[src/hw/rtl/lmd_pkg.sv]
// Shared types and constants for the Lorentz motion derivative pipeline.
// No dependencies; every other file in hw/rtl refers to this package by scoped names.
package lmd_pkg;

    // Vector geometry and fixed-point widths.
    localparam int LANES       = 3;
    localparam int WORD_W      = 32;
    localparam int RAD_W       = 64;
    localparam int SQRT_STAGES = 32;
    localparam int QUO_W       = 31;
    localparam int NUM_W       = 62;
    localparam int CFG_IDX_W   = 2;

    // Configuration register indexes.
    typedef enum logic [CFG_IDX_W-1:0] {
        CFG_EQUATION_MODE = 2'd0,
        CFG_REVERSE_TIME  = 2'd1,
        CFG_FORCE_COEF    = 2'd2
    } t_cfg_idx;

    // Equation mode code for motion along the field line.
    localparam logic MODE_FIELD_LINE = 1'b1;

    // Reset value of the force coefficient, 1.0 in Q16.16.
    localparam logic [WORD_W-1:0] COEF_RESET = 32'h0001_0000;

    typedef logic [LANES-1:0][WORD_W-1:0] t_vec;

    // Data that rides alongside the square root.
    typedef struct packed {
        t_vec              mag;
        logic [LANES-1:0]  sgn;
        t_vec              field;
    } t_root_side;

    // Data that rides alongside the divider.
    typedef struct packed {
        logic [LANES-1:0]  sgn;
        t_vec              field;
        logic              zero;
    } t_div_side;

    // Data that rides alongside the force unit.
    typedef struct packed {
        t_vec              dir;
        logic              zero;
    } t_force_side;

    // One finished result beat.
    typedef struct packed {
        t_vec              dir;
        t_vec              frc;
        logic              zero;
        logic              sat;
    } t_result;

endpackage

[src/hw/rtl/lmd_isqrt.sv]
// Pipelined integer square root, one result bit per stage, with a sideband payload.
// Depends on lmd_pkg for widths and stage count.
module lmd_isqrt #(
    parameter int SIDE_W = 1
) (
    input  logic                            i_clk,
    input  logic                            i_rst_n,
    input  logic                            i_en,
    input  logic                            i_valid,
    input  logic [lmd_pkg::RAD_W-1:0]       i_rad,
    input  logic [SIDE_W-1:0]               i_side,
    output logic                            o_valid,
    output logic [lmd_pkg::WORD_W-1:0]      o_root,
    output logic [SIDE_W-1:0]               o_side
);

    localparam int STAGES = lmd_pkg::SQRT_STAGES;
    localparam int RW     = lmd_pkg::RAD_W;

    logic [RW-1:0]     w_x    [STAGES+1];
    logic [RW-1:0]     w_r    [STAGES+1];
    logic [STAGES:0]   w_vld;
    logic [SIDE_W-1:0] w_side [STAGES+1];

    assign w_x[0]    = i_rad;
    assign w_r[0]    = '0;
    assign w_vld[0]  = i_valid;
    assign w_side[0] = i_side;

    genvar k;
    generate
        for (k = 0; k < STAGES; k++) begin : g_stage
            localparam logic [RW-1:0] BIT = RW'(1) << (RW - 2 - 2 * k);

            logic [RW-1:0]     trial;
            logic [RW-1:0]     n_x;
            logic [RW-1:0]     n_r;
            logic [RW-1:0]     r_x;
            logic [RW-1:0]     r_r;
            logic              r_vld;
            logic [SIDE_W-1:0] r_side;

            // One digit of the restoring square root.
            always_comb begin
                trial = w_r[k] + BIT;
                if (w_x[k] >= trial) begin
                    n_x = w_x[k] - trial;
                    n_r = (w_r[k] >> 1) + BIT;
                end else begin
                    n_x = w_x[k];
                    n_r = w_r[k] >> 1;
                end
            end

            always_ff @(posedge i_clk) begin
                if (!i_rst_n) begin
                    r_vld <= 1'b0;
                end else if (i_en) begin
                    r_vld <= w_vld[k];
                end
            end

            always_ff @(posedge i_clk) begin
                if (i_en) begin
                    r_x    <= n_x;
                    r_r    <= n_r;
                    r_side <= w_side[k];
                end
            end

            assign w_x[k+1]    = r_x;
            assign w_r[k+1]    = r_r;
            assign w_vld[k+1]  = r_vld;
            assign w_side[k+1] = r_side;
        end
    endgenerate

    assign o_valid = w_vld[STAGES];
    assign o_root  = w_r[STAGES][lmd_pkg::WORD_W-1:0];
    assign o_side  = w_side[STAGES];

endmodule

[config.mk]
export PLATFORM = sky130hd
export DESIGN_NAME = lmd_isqrt
export DESIGN_NICKNAME = d
export VERILOG_FILES = /design/src/hw/rtl/lmd_pkg.sv /design/src/hw/rtl/lmd_isqrt.sv
export SDC_FILE = /design/constraint.sdc
export NUM_CORES = 2
export LEC_CHECK = 0
export BUFFER_PORTS_ARGS = -buffer_cell sky130_fd_sc_hd__buf_4
export CAP_MARGIN = 20
export CORE_MARGIN = 3
export CORE_UTILIZATION = 41
export DETAILED_ROUTE_END_ITERATION = 6
export PLACE_DENSITY_LB_ADDON = 0.05
export SLEW_MARGIN = 40
export SYNTH_ARGS = -nofsm -noshare
export SYNTH_HDL_FRONTEND = slang
export SYNTH_SLANG_ARGS = --single-unit
[constraint.sdc]
create_clock -name i_clk -period 4.1 [get_ports i_clk]
set_clock_uncertainty 0.05 [all_clocks]
set_input_delay 0.615 -clock i_clk [delete_from_list [all_inputs] [get_ports i_clk]]
set_output_delay 0.615 -clock i_clk [all_outputs]
set_load 0.05 [all_outputs]
==> Word level (Yosys, flattened, before mapping) <==
Index checks and enable logic that the tools add are counted.
{ "word_totals": {"rom_bits": 0, "out_inout_bits": 34, "inputBits": 69, "register_bits": 4064, "n_memories": 0, "latchBits": 0, "wordCells": 345, "ramBits": 0} }
{ "classes": {"shifts": 0, "eq_ne": 0, "magnitude_cmp": 32, "bitwise_logic": 0, "addsub": 93, "reduce_logical": 0, "div": 0, "mul": 0, "n_mux": 63} }
{ "ops": {"columns": ["operator", "n"], "rows": [
  ["64-bit greater-or-equal comparator", 31],
  ["64-bit 2-to-1 mux", 31],
  ["63-bit 2-to-1 mux", 31],
  ["64-bit subtractor", 30],
  ["63-bit by 11-bit adder with 64-bit output, second input constant", 1],
  ["63-bit by 13-bit adder with 64-bit output, second input constant", 1],
  ["63-bit by 15-bit adder with 64-bit output, second input constant", 1],
  ["63-bit by 17-bit adder with 64-bit output, second input constant", 1],
  ["63-bit by 19-bit adder with 64-bit output, second input constant", 1],
  ["63-bit by 21-bit adder with 64-bit output, second input constant", 1],
  ["63-bit by 23-bit adder with 64-bit output, second input constant", 1],
  ["63-bit by 25-bit adder with 64-bit output, second input constant", 1],
  ["63-bit by 27-bit adder with 64-bit output, second input constant", 1],
  ["63-bit by 29-bit adder with 64-bit output, second input constant", 1],
  ["63-bit by 3-bit adder with 64-bit output, second input constant", 1],
  ["63-bit by 31-bit adder with 64-bit output, second input constant", 1],
  ["63-bit by 33-bit adder with 64-bit output, second input constant", 1],
  ["63-bit by 35-bit adder with 64-bit output, second input constant", 1],
  ["63-bit by 37-bit adder with 64-bit output, second input constant", 1],
  ["63-bit by 39-bit adder with 64-bit output, second input constant", 1],
  ["63-bit by 41-bit adder with 64-bit output, second input constant", 1],
  ["63-bit by 43-bit adder with 64-bit output, second input constant", 1],
  ["63-bit by 45-bit adder with 64-bit output, second input constant", 1],
  ["63-bit by 47-bit adder with 64-bit output, second input constant", 1],
  ["45 further kinds", 45]
]} }

==> Longest topological paths before layout <==
{ "depth": {"depth_word": 3, "mapped_depth": 16} }

==> Worst setup path before layout <==
OpenSTA, ideal clock, no wires.
{ "synth_path": {"kind": "reg-to-reg", "start": "register g_stage[16].r_x[51]", "end": "register g_stage[17].r_x[53] (data pin)", "n_path_buf": 1, "setup_ns": 0.271, "path_slack_ns": 0.360, "required_time_ns": 3.779, "period_less_slack_ns": 3.740, "t_arrival_ns": 3.419, "path_stages_with_launch": 12, "cell_sequence": "edfxtp_1 > or4_1 > or3_1 > or4_1 > or3_1 > or3_1 > or3_4 > nor3_4 > or4_1 > buf_6 > nor4_1 > xor2_1"} }
{ "synth_via": {"elab_chain_cells": 2} }
{ "synth_rtl": {"columns": ["element", "line_no", "text"], "rows": [
  ["from (decl)", "lmd_isqrt.sv:38", "logic [RW-1:0] r_x;"],
  ["from (signal assigned)", "lmd_isqrt.sv:65", "r_x <= n_x;"],
  ["64-bit subtractor or 64-bit greater-or-equal comparator (tied branches)", "lmd_isqrt.sv:47, lmd_isqrt.sv:46", null],
  ["64-bit 2-to-1 mux *", "lmd_isqrt.sv:46", "if (w_x[k] >= trial) begin"],
  ["net g_stage[17].n_x[53]", "lmd_isqrt.sv:36", "logic [RW-1:0] n_x;"],
  ["to (signal assigned)", "lmd_isqrt.sv:65", null],
  ["to (decl)", "lmd_isqrt.sv:38", null]
]} }
The timed path passes the listed nets; every way through them passes the cells marked *.
A chain may end at the register's enable or synchronous reset.

==> Worst setup path in the final report <==
{ "layout_path": {"start": "register g_stage[29].r_r[7]", "end": "register g_stage[30].r_x[60] (data pin)"} }
{ "layout_via": {"elab_chain_cells": 3} }
{ "layout_rtl": {"columns": ["element", "line_no", "text"], "rows": [
  ["from (decl)", "lmd_isqrt.sv:39", "logic [RW-1:0] r_r;"],
  ["from (signal assigned)", "lmd_isqrt.sv:66", "r_r <= n_r;"],
  ["64-bit by 3-bit adder with 64-bit output *", "lmd_isqrt.sv:45", "trial = w_r[k] + BIT;"],
  ["64-bit subtractor or 64-bit greater-or-equal comparator (tied branches)", "lmd_isqrt.sv:47, lmd_isqrt.sv:46", null],
  ["64-bit 2-to-1 mux *", "lmd_isqrt.sv:46", null],
  ["net g_stage[30].n_x[60]", "lmd_isqrt.sv:36", null],
  ["to (signal assigned)", "lmd_isqrt.sv:65", null],
  ["to (decl)", "lmd_isqrt.sv:38", null]
]} }
Marked as above.

==> flow_summary.toml <==
[worst_setup_path]
critPathMaxFanout = 7
rr_endpoint = "g_stage[30].r_x[60]"
required_ps = 4640
r2r_cells = 14
reg2reg_slack_ps = 130
cp-end-kind = "register"
worst_setup_path_start_kind = "register"
critPathKind = "register to register"
timing.rr.start = "g_stage[29].r_r[7]"
crit_arrival_ps = 4510

[pwr]
p_total_mw = 78.67
ir_drop_uv = 405.0
power.density_nw_per_um2 = 562.2
p_leak_nw = 52.13

[synth]
syn_inst = 9710
ys_seq_area_share_pct = 63.11
synth.top_cells.by_area = "edfxtp_1, ha_1, xnor2_1"
avgSynthCellArea_um2 = 12.57
synth_edf_count = 2544
synth_common_cells = "edfxtp_1, inv_1, nand2_1"
ys_ff_latch = 2576
yosysMostFrequentCell = "edfxtp_1"
postSynthNetCount = 10340
synth_top_area_cell = "edfxtp_1"
synth.distinct_cells = 84
yosysWarnings = 0
synth_top_cell_area_share_pct = 62.59
async_flop_share_pct = 0
synthesis.area_um2 = 122100
synth_ff_type = "edfxtp_1"

[floorplan]
io_pins = 103
core_area_um2 = 295100
die_w_um = 551.6
rows = 199
initial_core_util_pct = 41.37
dieArea_um2 = 304300
fp.dieH_um = 551.6

[sta]
rsz0062_at_grt = "true"
finalHoldViolations = 0
fmax_mhz = 251.8
hold-worst-slack_ps = 80.67
period_share_pct = 96.85
max_slew_margin_pct = 39.77
slew_violations = 0
setup_viol = 0
setup_ws_ps = 129.0
worst_pin_slew_ps = 895.2
finalCriticalPeriod_ps = 3971
final.setup.tns_ps = 0

[placement]
gp_congestion = 0.8861
io_buffers = 102
pre_cts_ws_ps = -49.60
placed_cells = 13800
dpl.hpwl_mm = 249.7
post_dp_cell_area_um2 = 129600

[grt]
grt_max_degree = 151
grt_pass1_vias = 77820
grt-ovfl-total = 0
track_usage_pct = 21.25
antenna_found_initial = 8
grt_pass1_wl_mm = 493.0

[clock_network]
clock-sinks = 2576
clock_latency_ps = 890
htreeDepth = 5
tritoncts = "yes"
clockBufferDepth = 4
cts-root-buf = "clkbuf_16"
clkTransAtPathRegs_ps = 60
cts_buffers = 298

[run_status]
run_status = "completed"

[flow_run]
cap_viol_max_count = 0

[drt]
viasPerCell = 5.422
wl_mm = 329.5
postRouteAntennaNets = 0
vias = 78100
first_pass_iters = 6
drt_iter0_drc = 6685
drcViolationCount = 0
wl_per_cell_um = 22.87

[hold_path]
hold_path.class = "input pin to register"
whs_endpoint = "g_stage[0].r_x[62]"
min_delay_path_depth = 3
worstHoldStart = "i_rad[62]"

[layout]
drive_gt1_share_pct = 9.349
n_fill_cell = 26400
synthToLayoutAreaGrowth_pct = 14.63
final_cells = 14400
fin_area_um2 = 139900
multi_input_area_um2 = 41910
regArea_um2 = 77030
postLayoutCoreUtil_pct = 47.42
nNetsFinal = 10880
==> placed cells by master, fill, tap and decap left out, types with 30 or more instances in the layout <==
| cell type | instances |
|---|---|
| a211oi_1 | 53 |
| a21o_1 | 205 |
| a21oi_1 | 590 |
| a31oi_1 | 47 |
| and3_1 | 38 |
| buf_12 | 34 |
| buf_4 | 341 |
| clkbuf_1 | 54 |
| clkbuf_16 | 303 |
| clkinv_1 | 59 |
| clkinv_2 | 54 |
| dfxtp_1 | 32 |
| dlygate4sd3_1 | 65 |
| edfxtp_1 | 2544 |
| ha_1 | 558 |
| inv_1 | 687 |
| mux2_2 | 55 |
| mux2i_1 | 45 |
| nand2_1 | 659 |
| nand2b_1 | 117 |
| nand3_1 | 162 |
| nand3b_1 | 30 |
| nand4_1 | 167 |
| nor2_1 | 640 |
| nor2b_1 | 96 |
| nor3_1 | 263 |
| nor4_1 | 334 |
| nor4b_1 | 45 |
| o211ai_1 | 38 |
| o21a_1 | 84 |
| o21ai_0 | 470 |
| o21bai_1 | 52 |
| o31ai_1 | 48 |
| or2_2 | 40 |
| or3_1 | 95 |
| or4_1 | 72 |
| xnor2_1 | 476 |
| xor2_1 | 403 |
==> layout make-up <==
class                           count  share of cell area, %
Clock buffer                      357                  5.564
Multi-Input combinational cell   6241                  29.95
Clock inverter                    174                  1.222
Antenna cell                        3               0.005365
Timing Repair Buffer              445                  2.852
Sequential cell                  2576                  55.05
Tap cell                         3919                  3.504
Inverter                          689                  1.848
==> logic make-up (layout without fill, tap and decap cells) <==
logic type,count (synthesis),after routing,share of synthesized area [%]
simple gates,2892,2892,12.09
flops,2576,2576,63.11
compound gates,1812,1812,9.112
buf+inv,893,1665,2.781
xor+xnor,879,879,6.307
fa+ha+maj,558,558,5.720
mux,100,100,0.8764
other cells,0,3,0
==> where the power goes <==
part	switching (mW)	total (mW)	internal, mW
Sequential	2.98	36.3	33.4
Clock	10.8	26.0	15.2
Combinational	9.53	16.3	6.82
Total	23.3	78.7	55.4
==> worst max-delay path: stages, from the launching register on <==
cell and delay (ps):
edfxtp_1 390, inv_1 60, ha_1 420, nand4_1 160, nor4_1 450, nand2_1 330
o31ai_1 280, buf_4 170, a2111oi_4 40, or3_1 440, nor3_2 240, nand2_1 180
buf_4 200, nor3_1 170, xor2_1 90
==> sequential cells by signal, indices dropped and copies added (netlist names) <==
register        count
g_stage.r_side     31
o_valid             1
g_stage.r_x      1984
g_stage.r_vld      31
o_side              1
g_stage.r_r       528
==> how the worst max path moves through the flow <==
stage                     cells after the start             endpoint           startpoint  slack, ps
after floorplan                              11  g_stage[17].r_x[53]  g_stage[16].r_x[51]        360
after global placement                       13  g_stage[25].r_x[53]  g_stage[24].r_x[13]       -370
after detailed placement                     11  g_stage[25].r_x[53]  g_stage[24].r_x[18]        -50
after CTS                                    12  g_stage[27].r_x[56]  g_stage[26].r_x[10]         30
after global routing                         15  g_stage[24].r_x[56]  g_stage[23].r_r[27]        -60
final                                        14  g_stage[30].r_x[60]   g_stage[29].r_r[7]        130
==> per-layer routing <==
layer	up-vias	wire [um]	track usage, %
met5	-	13	0
met4	2	6895	4.838
met3	414	12060	2.117
met2	1623	159300	35.70
met1	38630	151200	29.80
li1	37430	-	-
==> repair_timing <==
item,CTS,global route
gates resized for setup,2,27
endpoints found under the hold margin,65,0
buffers inserted,0,0
pin swaps,0,1
setup endpoints to repair,2,58
hold buffers,65,0
Note: power is estimated with default switching activity, not from simulation.
